$ cat src/hdl/tnp_pkg.sv
`timescale 1ns / 1ps
// ----------------------------------------------------------------------------
// tnp_pkg: shared types and constants of the token number parser
// Scan phases, radix codes, character codes and the digit decoder.
// ----------------------------------------------------------------------------
package tnp_pkg;

   // widths of the stream fields
   localparam int CHAR_BITS      = 8;
   localparam int VALUE_OUT_BITS = 32;
   localparam int RADIX_BITS     = 2;
   localparam int DIGIT_BITS     = 4;
   localparam int RSP_USER_BITS  = 2 + RADIX_BITS;

   // bit positions inside rsp_tuser
   localparam int USER_PRESENT = 0;
   localparam int USER_VALID   = 1;
   localparam int USER_RADIX_LO = 2;

   // scan phase, one-hot
   typedef enum logic [3:0] {
      PH_IDLE  = 4'b0001,
      PH_ZERO  = 4'b0010,
      PH_HASH  = 4'b0100,
      PH_DIGIT = 4'b1000
   } phase_type;

   // radix codes as reported on the result channel
   typedef enum logic [RADIX_BITS-1:0] {
      RADIX_DEC = 2'd0,
      RADIX_OCT = 2'd1,
      RADIX_HEX = 2'd2
   } radix_type;

   // character codes
   localparam logic [CHAR_BITS-1:0] CH_NUL   = 8'h00;
   localparam logic [CHAR_BITS-1:0] CH_SPACE = 8'h20;
   localparam logic [CHAR_BITS-1:0] CH_HASH  = 8'h23;
   localparam logic [CHAR_BITS-1:0] CH_ZERO  = 8'h30;
   localparam logic [CHAR_BITS-1:0] CH_NINE  = 8'h39;
   localparam logic [CHAR_BITS-1:0] CH_UC_A  = 8'h41;
   localparam logic [CHAR_BITS-1:0] CH_UC_F  = 8'h46;
   localparam logic [CHAR_BITS-1:0] CH_UC_O  = 8'h4F;
   localparam logic [CHAR_BITS-1:0] CH_UC_X  = 8'h58;
   localparam logic [CHAR_BITS-1:0] CH_LC_A  = 8'h61;
   localparam logic [CHAR_BITS-1:0] CH_LC_F  = 8'h66;
   localparam logic [CHAR_BITS-1:0] CH_LC_O  = 8'h6F;
   localparam logic [CHAR_BITS-1:0] CH_LC_X  = 8'h78;

   // digit decode result
   typedef struct packed {
      logic                  ok;
      logic [DIGIT_BITS-1:0] val;
   } digit_type;

   // map a character to its digit value, ok low when it is no digit at all
   function automatic digit_type digit_decode(logic [CHAR_BITS-1:0] c);
      digit_type d;
      d.ok  = 1'b1;
      d.val = '0;
      if (c >= CH_LC_A && c <= CH_LC_F) begin
         d.val = DIGIT_BITS'(c - CH_LC_A + 8'd10);
      end else if (c >= CH_UC_A && c <= CH_UC_F) begin
         d.val = DIGIT_BITS'(c - CH_UC_A + 8'd10);
      end else if (c >= CH_ZERO && c <= CH_NINE) begin
         d.val = DIGIT_BITS'(c - CH_ZERO);
      end else begin
         d.ok = 1'b0;
      end
      return d;
   endfunction

   // digit value below the base of the radix
   function automatic logic digit_in_base(logic [DIGIT_BITS-1:0] v, radix_type r);
      logic res;
      case (r)
         RADIX_HEX: res = 1'b1;
         RADIX_OCT: res = (v < 4'd8);
         default:   res = (v < 4'd10);
      endcase
      return res;
   endfunction

endpackage

$ cat src/hdl/token_number_parser_top.sv
`timescale 1ns / 1ps
// ----------------------------------------------------------------------------
// token_number_parser_top: command line integer token parser
// Parses whitespace separated tokens of a byte stream as decimal, octal or
// hexadecimal integers and gives one result word per token and per empty line end.
// ----------------------------------------------------------------------------
// Usage
//   req_ channel: one character word per transfer (req_tdata). Byte 0 ends
//   the line, bytes up to space and bytes 128 to 255 separate tokens.
//   rsp_ channel: one word when a token ends and one at a line end with no token;
//   rsp_tdata holds the value, rsp_tuser the flags, rsp_tlast the line end.
//   Path: a character passes the input register, then the result register,
//   on its way to its result word.
//   Throughput: one character per cycle while the result register has room;
//   the scan state and one shift-add of the accumulator sit between the
//   input and the result register. A separator between tokens gives no word.
//   Stall: while a result word waits on rsp_tready, a character is still
//   taken when the input register is empty or holds a character with no word;
//   the scan state only advances when that character can hand its result on.
//   Reset: synchronous, clears the valid bits of both registers and sets the
//   scan state to between tokens, decimal, accumulator zero.
// ----------------------------------------------------------------------------
module token_number_parser_top #(
   parameter int VALUE_BITS = 32
) (
   input  logic                                 clock,
   input  logic                                 reset,
   // character words
   input  logic                                 req_tvalid,
   output logic                                 req_tready,
   input  logic [tnp_pkg::CHAR_BITS-1:0]        req_tdata,  // char_code[7:0]
   // result words
   output logic                                 rsp_tvalid,
   input  logic                                 rsp_tready,
   output logic [tnp_pkg::VALUE_OUT_BITS-1:0]   rsp_tdata,  // number_value[31:0]
   // token_present[0], number_valid[1], radix_code[3:2]
   output logic [tnp_pkg::RSP_USER_BITS-1:0]    rsp_tuser,
   output logic                                 rsp_tlast   // line_end
);
   import tnp_pkg::*;

   // input register
   logic                      in_valid_ff;
   logic [CHAR_BITS-1:0]      in_char_ff;

   // scan state
   phase_type                 phase_ff, phase_in;
   radix_type                 radix_ff, radix_in;
   logic [VALUE_BITS-1:0]     acc_ff, acc_in;
   logic                      bad_ff, bad_in;

   // result register
   logic                      rsp_valid_ff;
   logic [VALUE_OUT_BITS-1:0] rsp_value_ff;
   logic                      rsp_present_ff;
   logic                      rsp_good_ff;
   radix_type                 rsp_radix_ff;
   logic                      rsp_last_ff;

   // combinational results of the current character
   logic                      has_res;
   logic                      res_present;
   logic [VALUE_OUT_BITS-1:0] res_value;
   logic                      res_good;
   radix_type                 res_radix;
   logic                      res_last;

   logic                      is_sep;
   logic                      is_eol;
   logic                      take_digit;
   radix_type                 dig_radix;
   digit_type                 dig;
   logic                      tok_bad;
   logic [VALUE_BITS-1:0]     acc_scaled;
   logic [VALUE_OUT_BITS-1:0] acc_low;

   logic                      out_room;
   logic                      s1_fire;

   // handshake between the two registers
   assign out_room   = !rsp_valid_ff || rsp_tready;
   assign s1_fire    = in_valid_ff && (!has_res || out_room);
   assign req_tready = !in_valid_ff || s1_fire;

   // character classes
   assign is_sep  = (in_char_ff <= CH_SPACE) || in_char_ff[CHAR_BITS-1];
   assign is_eol  = (in_char_ff == CH_NUL);
   assign dig     = digit_decode(in_char_ff);
   assign acc_low = VALUE_OUT_BITS'(acc_ff);

   // scan step for one character
   always_comb begin
      phase_in    = phase_ff;
      radix_in    = radix_ff;
      acc_in      = acc_ff;
      bad_in      = bad_ff;
      has_res     = 1'b0;
      res_present = 1'b0;
      res_value   = '0;
      res_good    = 1'b0;
      res_radix   = RADIX_DEC;
      res_last    = 1'b0;
      take_digit  = 1'b0;
      dig_radix   = radix_ff;
      tok_bad     = 1'b0;
      acc_scaled  = '0;

      if (is_sep) begin
         // token end or line end, state returns to between tokens
         if (phase_ff == PH_IDLE) begin
            has_res  = is_eol;
            res_last = 1'b1;
         end else begin
            tok_bad     = bad_ff || (phase_ff == PH_HASH);
            has_res     = 1'b1;
            res_present = 1'b1;
            res_value   = tok_bad ? '0 : acc_low;
            res_good    = !tok_bad;
            res_radix   = (phase_ff == PH_ZERO) ? RADIX_OCT : radix_ff;
            res_last    = is_eol;
         end
         phase_in = PH_IDLE;
         radix_in = RADIX_DEC;
         acc_in   = '0;
         bad_in   = 1'b0;
      end else begin
         case (phase_ff)
            PH_IDLE: begin
               if (in_char_ff == CH_ZERO) begin
                  phase_in = PH_ZERO;
               end else if (in_char_ff == CH_HASH) begin
                  phase_in = PH_HASH;
               end else begin
                  phase_in   = PH_DIGIT;
                  radix_in   = RADIX_DEC;
                  take_digit = 1'b1;
                  dig_radix  = RADIX_DEC;
               end
            end
            PH_ZERO: begin
               phase_in = PH_DIGIT;
               if (in_char_ff == CH_LC_X) begin
                  radix_in = RADIX_HEX;
               end else begin
                  radix_in   = RADIX_OCT;
                  take_digit = 1'b1;
                  dig_radix  = RADIX_OCT;
               end
            end
            PH_HASH: begin
               phase_in = PH_DIGIT;
               if (in_char_ff == CH_LC_X || in_char_ff == CH_UC_X) begin
                  radix_in = RADIX_HEX;
               end else if (in_char_ff == CH_LC_O || in_char_ff == CH_UC_O) begin
                  radix_in = RADIX_OCT;
               end else begin
                  bad_in = 1'b1;
               end
            end
            PH_DIGIT: begin
               take_digit = 1'b1;
            end
            default: begin
               phase_in = PH_IDLE;
            end
         endcase

         // one shift-add of the accumulator, ignored once the token is bad
         case (dig_radix)
            RADIX_HEX: acc_scaled = acc_ff << 4;
            RADIX_OCT: acc_scaled = acc_ff << 3;
            default:   acc_scaled = (acc_ff << 3) + (acc_ff << 1);
         endcase
         if (take_digit && !bad_ff) begin
            if (dig.ok && digit_in_base(dig.val, dig_radix)) begin
               acc_in = acc_scaled + VALUE_BITS'(dig.val);
            end else begin
               bad_in = 1'b1;
            end
         end
      end
   end

   // input register
   always_ff @(posedge clock) begin
      if (reset) begin
         in_valid_ff <= 1'b0;
      end else if (req_tready) begin
         in_valid_ff <= req_tvalid;
      end
      if (req_tready && req_tvalid) begin
         in_char_ff <= req_tdata;
      end
   end

   // scan state
   always_ff @(posedge clock) begin
      if (reset) begin
         phase_ff <= PH_IDLE;
         radix_ff <= RADIX_DEC;
         acc_ff   <= '0;
         bad_ff   <= 1'b0;
      end else if (s1_fire) begin
         phase_ff <= phase_in;
         radix_ff <= radix_in;
         acc_ff   <= acc_in;
         bad_ff   <= bad_in;
      end
   end

   // result register
   always_ff @(posedge clock) begin
      if (reset) begin
         rsp_valid_ff <= 1'b0;
      end else begin
         rsp_valid_ff <= (s1_fire && has_res) || (rsp_valid_ff && !rsp_tready);
      end
      if (s1_fire && has_res) begin
         rsp_value_ff   <= res_value;
         rsp_present_ff <= res_present;
         rsp_good_ff    <= res_good;
         rsp_radix_ff   <= res_radix;
         rsp_last_ff    <= res_last;
      end
   end

   // result word
   assign rsp_tvalid                                   = rsp_valid_ff;
   assign rsp_tdata                                    = rsp_value_ff;
   assign rsp_tuser[USER_PRESENT]                      = rsp_present_ff;
   assign rsp_tuser[USER_VALID]                        = rsp_good_ff;
   assign rsp_tuser[USER_RADIX_LO +: RADIX_BITS]       = rsp_radix_ff;
   assign rsp_tlast                                    = rsp_last_ff;

`ifndef ASSERT_OFF
   // a word without a token is only the empty line end
   a_empty_eol: assert property (@(posedge clock) disable iff (reset)
      rsp_valid_ff && !rsp_present_ff |-> rsp_last_ff && !rsp_good_ff
         && rsp_value_ff == '0 && rsp_radix_ff == RADIX_DEC)
      else $error("empty result word is not a clean line end");

   // an invalid token reports value zero
   a_bad_zero: assert property (@(posedge clock) disable iff (reset)
      rsp_valid_ff && !rsp_good_ff |-> rsp_value_ff == '0)
      else $error("invalid token with nonzero value");

   // any separator leaves the scan state between tokens
   a_sep_clears: assert property (@(posedge clock) disable iff (reset)
      s1_fire && is_sep |=> phase_ff == PH_IDLE && acc_ff == '0 && !bad_ff
         && radix_ff == RADIX_DEC)
      else $error("scan state not cleared after separator");

   // the scan state holds while the character waits on a full result register
   a_hold_state: assert property (@(posedge clock) disable iff (reset)
      in_valid_ff && !s1_fire |=> $stable(phase_ff) && $stable(acc_ff))
      else $error("scan state moved on a stalled character");

   // radix code is never the unused code
   a_radix_code: assert property (@(posedge clock) disable iff (reset)
      rsp_valid_ff |-> rsp_radix_ff == RADIX_DEC || rsp_radix_ff == RADIX_OCT
         || rsp_radix_ff == RADIX_HEX)
      else $error("unused radix code on result word");
`endif

endmodule

$ cat config.mk
export PLATFORM = sky130hd
export DESIGN_NAME = token_number_parser_top
export DESIGN_NICKNAME = d
export VERILOG_FILES = /design/src/hdl/tnp_pkg.sv /design/src/hdl/token_number_parser_top.sv
export SDC_FILE = /design/constraint.sdc
export NUM_CORES = 1
export LEC_CHECK = 0
export BUFFER_PORTS_ARGS = -buffer_cell sky130_fd_sc_hd__buf_4
export CAP_MARGIN = 20
export CELL_PAD_IN_SITES_DETAIL_PLACEMENT = 0
export CELL_PAD_IN_SITES_GLOBAL_PLACEMENT = 1
export CORE_MARGIN = 5
export CORE_UTILIZATION = 42
export DETAILED_ROUTE_END_ITERATION = 8
export PLACE_DENSITY_LB_ADDON = 0.1
export SETUP_SLACK_MARGIN = 0.2
export SYNTH_ARGS = -nofsm -noshare
export SYNTH_HDL_FRONTEND = slang
export SYNTH_SLANG_ARGS = --single-unit
$ cat constraint.sdc
create_clock -name clock -period 5.01 [get_ports clock]
set_input_delay 0.7515 -clock clock [delete_from_list [all_inputs] [get_ports clock]]
set_output_delay 0.7515 -clock clock [all_outputs]
set_load 0.03 [all_outputs]
# Word level (Yosys, flattened, before mapping)
# Cells that the tools add are included.
# totals
word_cells,122
inputBits,12
register_bits,86
out_inout_bits,39
# classes
n_eq_ne,14
reduce_logical,34
bitwise_logic,1
n_mux,44
order_cmp,9
addsub,7
# op_table
cell,count
32-bit two-way mux,4
32-bit case mux with 2 select lines,1
32-bit adder,1
32-bit by 4-bit adder with 32-bit output,1
8-bit by 7-bit equality test with 1-bit output (second input constant),4
4-bit two-way mux,6
1-bit two-way mux,20
8-bit by 6-bit equality test with 1-bit output (second input constant),2
8-bit by 7-bit >= comparator with 1-bit output (second input constant),2
8-bit by 6-bit less-or-equal comparator with 1-bit output (second input constant),2
8-bit by 7-bit less-or-equal comparator with 1-bit output (second input constant),2
2-bit two-way mux,8
4-bit case mux with 3 select lines,1
4-bit by 1-bit subtractor with 4-bit output (second input constant),3
1-bit logical AND,9
4-bit adder (second input constant),2
8-bit by 6-bit >= comparator with 1-bit output (second input constant),1
8-bit logical NOT,1
1-bit logical OR,8
4-bit less-than comparator (second input constant),2
1-bit logical NOT,6
2-bit case mux with 3 select lines,1
3-bit AND reduction,2
3-bit OR reduction,2
other kinds (16),18

# Longest topological paths before layout
# Gate-level depths: netlist of run 1.
# logic_depth
ltp_word,13
depth_mapped,25
ltp_nobuf,20

# Worst setup path after synthesis of run 1
# Ideal clock, no wire load.
# synth_timing
kind,register to register
from,reg in_char_ff[0]
to,reg acc_ff[15]
period_less_slack_ns,5.542
path_stages_with_launch,25
arrival_time_ns,5.472
required_time_ns,4.940
setup_ns,0.070
path_buffers,6
path_slack_ns,-0.532
cell_sequence,edfxtp_1 inv_1 ha_1 nand2_1 a2111oi_0 nand2b_1 a21oi_1 ha_1 clkbuf_1 buf_2 buf_2 buf_2 buf_1 clkbuf_1 and2_1 ha_1 fa_1 a21oi_1 nor3_1 nand3_1 nor4_4 nand3_1 o31a_1 or4_1 a21oi_1
# synth_between
elab_chain_len,12
word_cells_on_any_way,59
classes_between,add/sub: 6; order compare: 9; eq/ne: 5; mux: 26; reduce/logical: 13
# synth_rtl
item,line,text
"start, declared",token_number_parser_top.sv:44,logic [CHAR_BITS-1:0] in_char_ff;
"start signal, assigned",token_number_parser_top.sv:192,in_char_ff <= req_tdata;
"8-bit by 6-bit equality test with 1-bit output, or another cell as far along",token_number_parser_top.sv:131,end else if (in_char_ff == CH_HASH) begin
2-bit two-way mux / 1-bit logical AND (equally long branches),--,
2-bit two-way mux / 4-bit two-way mux (equally long branches),"token_number_parser_top.sv:129, tnp_pkg.sv:65",
2-bit case mux with 2 select lines / 4-bit two-way mux (equally long branches),"token_number_parser_top.sv:127, tnp_pkg.sv:63",
2-bit two-way mux / 4-bit two-way mux (equally long branches),"token_number_parser_top.sv:108, tnp_pkg.sv:61",
"2-bit by 1-bit equality test with 1-bit output, or another cell as far along","tnp_pkg.sv:76, token_number_parser_top.sv:169",
32-bit case mux with 2 select lines / 1-bit case mux with 2 select lines (equally long branches),"token_number_parser_top.sv:169, tnp_pkg.sv:76",
32-bit two-way mux / 1-bit two-way mux (equally long branches),"token_number_parser_top.sv:108, token_number_parser_top.sv:174",
32-bit by 4-bit adder with 32-bit output / 1-bit two-way mux (equally long branches),"token_number_parser_top.sv:176, token_number_parser_top.sv:108",
32-bit two-way mux / 1-bit logical AND (equally long branches),token_number_parser_top.sv:175,"if (dig.ok && digit_in_base(dig.val, dig_radix)) begin"
32-bit two-way mux / 2-bit nonzero test (equally long branches),--,
32-bit two-way mux / 3-bit AND reduction (equally long branches),--,
"end signal, assigned",token_number_parser_top.sv:206,acc_ff <= acc_in;
"end, declared",token_number_parser_top.sv:49,"logic [VALUE_BITS-1:0] acc_ff, acc_in;"
# Several ways; a longest one is shown, not always the timed one. The select of a mux whose other input is x is not followed.
# A chain may end at the register's enable or synchronous reset.

# Final worst setup path of run 1
# layout_timing
from,reg in_char_ff[1]
to,reg acc_ff[31]
# Same word-level chain as after synthesis.

==> run metrics, run 1 <==
status finished, final reports clean; Via-to-Cell Ratio 6.04; Cell Chain, Critical Path inv_1 > ha_4 > nand2_2 > a2111oi_4 > nand2b_4 > a21oi_1 > ha_4 > and2_1 > ha_1 > fa_1 > a21oi_1 > nor3_1 > nand3_1 > nor4_4 > and3_4 > nand4_2 > nor3_4 > a211o_1 > nand3_1; Syn Nets 870; dpl cells 1049; die boundary height 138 microns; CP Capture Type flop; CP max FO 9; fin cells 1067; CP bufs+invs 1; sequential share of the synthesized area 31.5%; DR vias 6442; Initial Utilization 43.1%; average size of a mapped cell 8.41 sq um; Tmin final 4480 ps; Setup Fix Bufs, Post-CTS 0; Syn Std Cell Area 6900 sq um; global route overflow 0; Post-synth EDFFs 45; # rows 46; Final Routed Wirelength 19.8 mm; nets 896; Sinks on Clock Net 86; Final Power 1.51 mW; final hold viol count 0; DPL Wire Length 14.8 mm; synthesis warning total 0; path depth of the worst reg2reg path 19; final setup TNS 0 ps; Tot GR Track Use 19.7%; Area growth, synth to finish 14.6%; slowest stage cell, crit path edfxtp_1; die width 138 microns; initial antenna violation count 0; Core ar. 16000 sq um; TritonCTS buffer count 9; Hold EP acc_ff[31]; Clock Latency Late Sink 340 ps; root buffer cell clkbuf_16; max_slew headroom 36.9%; commonest cells after routing, fill and taps aside nand2_1 (88), buf_4 (61), a21oi_1 (59); period utilisation layout 89.5%; final core utilization 49.4%; Setup CP Type flop to flop; hold_sp acc_ff[31]; Worst Skew 6.78 ps; final setup vio count 0; reg2reg setup slack 530 ps; worst r2r dst acc_ff[31]; MaxCap Viol Count 0; post-place instance area 7530 sq um; max incr delay on CP 440 ps; commonest non-fill, non-tap cell in the layout nand2_1; IO buf count 50; CP Data Required Time 5230 ps; vias in the first global route 5814; max frequency 223 MHz; Gate Count Post-Synth 820; largest net degree at the start of global routing 83; maximum vdd ir drop 0.115 mV; DRC 0; Starting DRT DRC Count 583; Max Slew Vio Count 0; GP Congestion 0.887; Wirelength per Cell 18.5 microns; asr flop ratio synth 0%; Clk pin slew, worst setup/hold paths 70 ps; register bit total from synthesis 86; # diodes 0; IO Pins 51; post-route ant nets 0; share of layout cells above drive strength 1 15.7%; first-pass GRT wire length 31.6 mm; DRT Pass-1 Iters 5; r2r startpoint in_char_ff[1]; H-tree levels 3; Arr. time, crit path 4710 ps; P per Cell Area 191 nW/um^2; die area 19100 sq um; hold path cells 2; Critical Path Start Type flop; final instance area 7900 sq um; Top delay family on crit path simple AND/OR/NAND/NOR gates; CTS tree built; RSZ-0062 raised after global routing false; Top FF cell, synth edfxtp_1; Hold Crit Class flop to flop; CTS Buffer Depth 2; Slew @ Worst Pin 943 ps; P_leak 2.92 nW; Cell variety after synth 85
[synth_stat cells (all sizes together), types with 4 or more instances]
cell type	instances	share of area, %
nand2	89	4.8
a21oi	60	4.4
nor2	58	3.2
o21ai	47	3.4
edfxtp	45	20
dfxtp	41	12
ha	36	6.5
and2	34	3.1
nand3	32	2.4
clkbuf	31	1.7
nor3	25	2.2
buf	19	1.3
a21o	18	2.0
inv	18	0.98
nand4	18	1.7
a221oi	16	2.0
a31oi	16	1.5
xnor2	15	1.9
nor4	14	2.0
and3	12	1.1
a211oi	11	1.3
nand2b	11	1.0
a22oi	10	1.1
xor2	10	1.3
or3	9	1.1
a211o	8	1.0
o211ai	8	0.87
a221o	7	1.0
nand4b	7	0.89
nor2b	7	0.64
nand3b	6	0.65
o21a	6	0.65
or2	6	0.54
mux2i	5	0.73
or4	5	0.60
a311oi	4	0.78
and4	4	0.51
mux2	4	0.65
nor3b	4	0.51
o31ai	4	0.44
[timing repair]
action / CTS / global route
hold buffers: 0 / 0
resized for setup: 0 / 4
setup endpoints to repair: 0 / 13
[power by group]
part           internal (mW)  total [mW]  switching (mW)
clock network          0.347       0.649           0.301
logic                 0.0355       0.102          0.0661
registers              0.748       0.760          0.0120
total                   1.13        1.51           0.379
[worst reg2reg max path: stages (launching register included)]
cell and delay [ps]:
edfxtp_1 440, inv_1 160, ha_4 180, nand2_2 80
a2111oi_4 340, nand2b_4 200, a21oi_1 120, ha_4 400
and2_1 160, ha_1 180, fa_1 230, a21oi_1 90
nor3_1 200, nand3_1 220, nor4_4 360, and3_4 270
nand4_2 220, nor3_4 280, a211o_1 180, nand3_1 70
[how the worst max path moves through the flow]
stage / end / depth (start not counted) / start / slack (ps)
after floorplan: acc_ff[15] / 22 / in_char_ff[6] / 160
after global placement: acc_ff[31] / 16 / in_char_ff[6] / 620
after detailed placement: acc_ff[31] / 18 / in_char_ff[1] / 380
after CTS: acc_ff[31] / 18 / in_char_ff[1] / 370
after global routing: acc_ff[27] / 19 / in_char_ff[1] / 200
final: acc_ff[31] / 19 / in_char_ff[1] / 530
[through the flow]
stage / worst slack (ps) / hold WS, ps
after CTS: 367 / 473
after global routing: 205 / 496
after global placement: 621 / 462
after floorplan: 157 / 417
after detailed placement: 382 / 458
final: 526 / 467
[layout make-up]
type	instances	area, sq um
clock inverters	7	66.3
well taps	216	270
clock buffers	9	225
multi-input cells	666	4550
fillers	1568	8100
repair buffers	65	549
flip-flops and latches	86	2170
inverters	18	67.6
[routing by layer]
layer | GRT usage [%] | part of all wire [%] | vias up
met5 | 0 | 0 | -
met4 | 4.42 | 1.1 | 0
met3 | 2.24 | 4.8 | 19
met2 | 29.4 | 44 | 177
met1 | 30.3 | 50 | 3077
li1 | - | - | 3169
[cell families (layout without fill, tap and decap cells)]
family	Yosys count	count (layout)	synth area share [%]
adders and majority gates	38	38	7.11
xor gates and xnor gates	25	25	3.18
AOI/OAI and AO/OA	239	239	23.9
muxes	9	9	1.38
and+or+nand+nor	355	355	28.9
DFF	86	86	31.5
buffers and inverters	68	99	4.01
[registers in the layout, indices dropped and copies added, names as in the netlist]
name            cells
rsp_tdata          32
radix_ff            2
rsp_tvalid          1
rsp_tlast           1
rsp_good_ff         1
rsp_present_ff      1
phase_ff            4
in_char_ff          8
in_valid_ff         1
rsp_radix_ff        2
acc_ff             32
bad_ff              1
Note: power is estimated with default switching activity, not from simulation.
==> run 2: changes to the inputs <==
CORE_UTILIZATION = 38   (was 42)
==> run 2 against run 1 <==
Compared with the run above:
- clock skew increased by 2.6 ps
- via count shrank 0.12%
- combinational power hardly changed
- worst hold slack better by 5.1 ps
- clock power grew 16%
- final area unchanged
- routed wire length grew 5.0%
- global-route usage up 0.21 points
- largest power group unchanged
==> run metrics, run 2 (synthesis results as in run 1) <==
most frequent CP cell a21oi_1; max frequency 224 MHz (+0.21%); final hold viol count 0 (unchanged); commonest non-fill, non-tap cell in the layout nand2_1; P_leak 2.91 nW (-0.37%); global route overflow 0 (unchanged); status finished, final reports clean; CP Capture Type flop; Clock Power Share 46.5% (+3.6 points); Initial Utilization 38.5% (-4.6 points); CP Data Required Time 5280 ps (+50 ps); RSZ-0062 raised after global routing false; Hold Crit Class flop to flop; fin cells 1080 (+1.2%); pre-CTS setup slack 446 ps (+63.5 ps); Slew @ Worst Pin 902 ps (-40.7 ps); switch share 23.9% (-1.2 points); Clk pin slew, worst setup/hold paths 70 ps (about the same); Internal 1.23 mW (+8.5%); vias in the first global route 6103 (+5.0%); DRT Pass-1 Iters 5 (unchanged); CTS Hold Bufs 0 (unchanged); # rows 49 (+6.5%); DPL Wire Length 15.5 mm (+5.0%); initial antenna violation count 0 (unchanged); die width 145 microns (+4.8%); die area 20900 sq um (+9.7%); TritonCTS buffer count 9 (unchanged); Starting DRT DRC Count 437 (-25%); IO Pins 51 (unchanged); Reg power frac 47.1% (-3.2 points); DRC 0 (unchanged); hold_sp acc_ff[31]; Tmin final 4470 ps (-9.57 ps); Critical Path Start Type flop; final setup margin 536 ps (+9.57 ps); Clock Latency Late Sink 340 ps (about the same); die boundary height 145 microns (+4.8%); CP bufs+invs 1 (unchanged); Area growth, synth to finish 14.6% (unchanged); Logic pwr share 6.4% (-0.3 points); Setup CP Type flop to flop; Final Power 1.61 mW (+6.8%); Cell Chain, Critical Path or3b_4 > a2111oi_4 > nand2b_4 > a21oi_1 > ha_2 > and2_1 > ha_1 > fa_1 > a21oi_1 > nor3_1 > nand3_1 > nor4_4 > buf_4 > nand3_2 > o31a_1 > or4_1 > a21oi_1; dpl cells 1063 (+1.3%); Worst Skew 9.38 ps (+2.59 ps); fill count 1755 (+12%); Core ar. 17900 sq um (+12%); first-pass GRT wire length 33.3 mm (+5.4%); CP max FO 9 (unchanged); final setup TNS 0 ps (unchanged); period utilisation layout 89.3% (-0.19 points); GP Congestion 0.860 (-3.0%); Final Routed Wirelength 20.8 mm (+5.0%); Max Slew Vio Count 0 (unchanged); CTS tree built; MaxCap Viol Count 0 (unchanged); H-tree levels 3 (unchanged); maximum vdd ir drop 0.152 mV (+33%); CP startpoint in_char_ff[7]; Via-to-Cell Ratio 5.96 (-1.3%); Arr. time, crit path 4750 ps (+40 ps); Top delay family on crit path simple AND/OR/NAND/NOR gates; CTS Buffer Depth 2 (unchanged); # diodes 0 (unchanged); IO buf count 50 (unchanged); largest net degree at the start of global routing 60 (-28%); final setup vio count 0 (unchanged); nets 896 (unchanged); DR vias 6434 (-0.12%); post-route ant nets 0 (unchanged); Worst Hold Slack 472 ps (+5.09 ps); max_slew headroom 39.6% (+2.7 points); final instance area 7900 sq um (unchanged); share of layout cells above drive strength 1 15.9% (+0.12 points); r2r startpoint in_char_ff[7]; reported net switching power 0.386 mW (+1.8%); slowest stage cell, crit path edfxtp_1; final core utilization 44.1% (-5.2 points); P per Cell Area 204 nW/um^2 (+6.8%); Wirelength per Cell 19.2 microns (+3.7%); Sinks on Clock Net 86 (unchanged); Tot GR Track Use 19.9% (+0.21 points); root buffer cell clkbuf_16; max incr delay on CP 490 ps (+50 ps); post-place instance area 7540 sq um (+0.15%); commonest cells after routing, fill and taps aside nand2_1 (88), buf_4 (62), a21oi_1 (59)
[run 2: area by class of cell]
class | count | area (sq um) | share of cell area, %
Inverter | 18 | 67.6 | 0.855
Multi-Input combinational cell | 666 | 4540 | 57.5
Timing Repair Buffer | 65 | 499 | 6.32
Sequential cell | 86 | 2170 | 27.5
Clock buffer | 9 | 225 | 2.85
Clock inverter | 7 | 104 | 1.31
Tap cell | 229 | 287 | 3.63
[run 2: per-layer routing]
| layer | part of all wire, % | wire length [microns] | track usage, % |
|---|---|---|---|
| met1 | 47 | 9720 | 27.3 |
| met2 | 48 | 10100 | 33.6 |
| met3 | 3.8 | 783 | 2.79 |
| met4 | 0.99 | 205 | 4.07 |
| met5 | 0 | 0 | 0 |
[run 2: path summary, 6_finish.rpt]
| check | slack, ps | to | cells past startpoint |
|---|---|---|---|
| max | 540 | acc_ff[15] | 17 |
| min | 470 | acc_ff[31] | 2 |
| max reg2reg | 540 | acc_ff[15] | 17 |
| min reg2reg | 470 | acc_ff[31] | 2 |
[run 2: what timing repair did]
item,4_1_cts,5_1_grt
buffers inserted,0,1
hold endpoints to repair,0,0
setup endpoints to repair,0,12
resized for setup,0,5
[run 2: worst register-to-register path: stages (launching register included)]
cell	delay [ps]
edfxtp_1	490
or3b_4	450
a2111oi_4	280
nand2b_4	210
a21oi_1	90
ha_2	420
and2_1	150
ha_1	180
fa_1	220
a21oi_1	100
nor3_1	200
nand3_1	230
nor4_4	290
buf_4	170
nand3_2	110
o31a_1	300
or4_1	390
a21oi_1	140
[run 2: power by group through the flow]
stage / Clock [mW] / Sequential, mW / Combinational, mW
after detailed placement: 0 / 0.776 / 0.103
after global routing: 0.792 / 0.762 / 0.113
after floorplan: 0 / 0.779 / 0.0593
after CTS: 0.762 / 0.760 / 0.104
after global placement: 0 / 0.775 / 0.102
final: 0.750 / 0.760 / 0.103
==> run 3: changes to the inputs <==
CELL_PAD_IN_SITES_GLOBAL_PLACEMENT = 2   (was 1)
CORE_UTILIZATION = 34   (was 38)
==> run 3 against run 2 <==
Compared with the run above:
- clock power is 7.7% lower
- worst hold slack worse by 24 ps
- sequential power about the same
- first-iteration DRC count decreased by 38%
- sequential share of layout area fell by 0.11 points
- via count grew 0.12%
- routed wire length up 2.7%
- core utilization shrank 4.7 points
- clock-buffer cell count did not move
- cell count is 4.0% higher
- final area grew 0.40%
- die area grew 11%
- critical endpoint is now acc_ff[31]
- highest routed layer unchanged
==> run metrics, run 3 (synthesis results as in run 1) <==
status finished, final reports clean; IO Pins 51 (unchanged); die area 23200 sq um (+11%); commonest non-fill, non-tap cell in the layout nand2_1; DR vias 6442 (+0.12%); die boundary height 152 microns (+5.3%); TritonCTS buffer count 9 (unchanged); Critical Path Start Type flop; # rows 52 (+6.1%); # diodes 0 (unchanged); Sinks on Clock Net 86 (unchanged); MaxCap Viol Count 0 (unchanged); DRT Pass-1 Iters 4 (-1); P per Cell Area 196 nW/um^2 (-3.9%); post-place instance area 7610 sq um (+0.98%); final core utilization 39.4% (-4.7 points); Via-to-Cell Ratio 5.74 (-3.7%); final setup TNS 0 ps (unchanged); Slew @ Worst Pin 911 ps (+9.03 ps); CP Data Required Time 5230 ps (-50 ps); Clk pin slew, worst setup/hold paths 70 ps (about the same); Logic pwr share 6.7% (+0.3 points); P_leak 2.91 nW (about the same); CP max FO 7 (-2); CP startpoint in_char_ff[6]; CTS tree built; reported net switching power 0.379 mW (-1.7%); Initial Utilization 34.3% (-4.2 points); final setup vio count 0 (unchanged); Hold Crit Class flop to flop; RSZ-0062 raised after global routing false; die width 152 microns (+5.3%); CTS Hold Bufs 0 (unchanged); period utilisation layout 88.7% (-0.58 points); maximum vdd ir drop 0.182 mV (+19%); Area growth, synth to finish 15.0%; Starting DRT DRC Count 272 (-38%); Max Slew Vio Count 0 (unchanged); Clock Power Share 44.5% (-2.0 points); DRC 0 (unchanged); max_slew headroom 39.0% (-0.55 points); Arr. time, crit path 4670 ps (-80 ps); Clock Latency Late Sink 330 ps (about the same); CTS Buffer Depth 2 (unchanged); Worst Hold Slack 448 ps (-24.3 ps); Tmin final 4450 ps (-29.0 ps); H-tree levels 3 (unchanged); CP Capture Type flop; hold_sp acc_ff[31]; largest net degree at the start of global routing 40 (-33%); r2r startpoint in_char_ff[6]; Setup CP Type flop to flop; Wirelength per Cell 19.0 microns (-1.2%); post-route ant nets 0 (unchanged); Tot GR Track Use 17.8% (-2.1 points); share of layout cells above drive strength 1 16.1% (+0.20 points); GP Congestion 0.817 (-4.9%); root buffer cell clkbuf_16; post-cts resize count 0 (unchanged); global route overflow 0 (unchanged); IO buf count 50 (unchanged); Final Routed Wirelength 21.3 mm (+2.7%); first-pass GRT wire length 34.4 mm (+3.4%); DPL Wire Length 16.2 mm (+4.0%); initial antenna violation count 0 (unchanged); commonest cells after routing, fill and taps aside nand2_1 (88), buf_4 (67), a21oi_1 (59); nets 898 (+0.22%); Reg power frac 48.9% (+1.8 points); switch share 24.4% (+0.44 points); Worst Skew 7.11 ps (-2.27 ps); final instance area 7930 sq um (+0.40%); max frequency 225 MHz (+0.65%); Internal 1.18 mW (-4.1%); vias in the first global route 6187 (+1.4%); Core ar. 20100 sq um (+12%); final hold viol count 0 (unchanged); Setup Fix Bufs, Post-CTS 0 (unchanged)
[run 3: final timing paths]
path | to | slack (ps) | cells past startpoint
hold / removal | acc_ff[31] | 450 | 2
setup / recovery | acc_ff[31] | 560 | 17
hold reg to reg | acc_ff[31] | 450 | 2
setup reg to reg | acc_ff[31] | 560 | 17
[run 3: per-stage QoR]
stage / cells / setup WS [ps] / power [mW]
floorplan: 820 / 157 / 0.838
global placement: 1107 / 569 / 0.879
detailed placement: 1107 / 446 / 0.880
global route: 1123 / 206 / 1.62
finish: 1123 / 565 / 1.56
CTS: 1123 / 420 / 1.57
[run 3: area by class of cell]
cell class,instances,area [sq um]
Sequential cell,86,2170
Tap cell,270,338
Fill cell,2026,12200
Timing Repair Buffer,67,503
Clock buffer,9,225
Clock inverter,7,80.1
Multi-Input combinational cell,666,4540
Inverter,18,67.6
[run 3: critical path, cell delays in order, from the launching register on]
cell       delay (ps)
edfxtp_1          480
or3b_4            460
a2111oi_4         270
nand2b_4          200
a21oi_1            90
ha_2              400
and2_1            150
ha_1              180
fa_1              210
a21oi_1            90
nor3_1            210
nand3_1           220
nor4_4            350
and3_4            270
nand4_2           220
nor3_4            280
a211o_1           170
nand3_1            60
[run 3: per-layer routing]
layer | track usage [%] | share of wire (%)
met2 | 29.4 | 48
met4 | 2.72 | 0.76
met3 | 2.58 | 3.6
met1 | 25.2 | 48
met5 | 0 | 0
[run 3: power by group through the flow]
| stage | registers (mW) | logic, mW | clock network, mW |
|---|---|---|---|
| 6_report | 0.760 | 0.104 | 0.692 |
| 2_1_floorplan | 0.779 | 0.0593 | 0 |
| 3_3_place_gp | 0.775 | 0.104 | 0 |
| 5_1_grt | 0.762 | 0.114 | 0.741 |
| 3_5_place_dp | 0.776 | 0.104 | 0 |
| 4_1_cts | 0.760 | 0.105 | 0.708 |
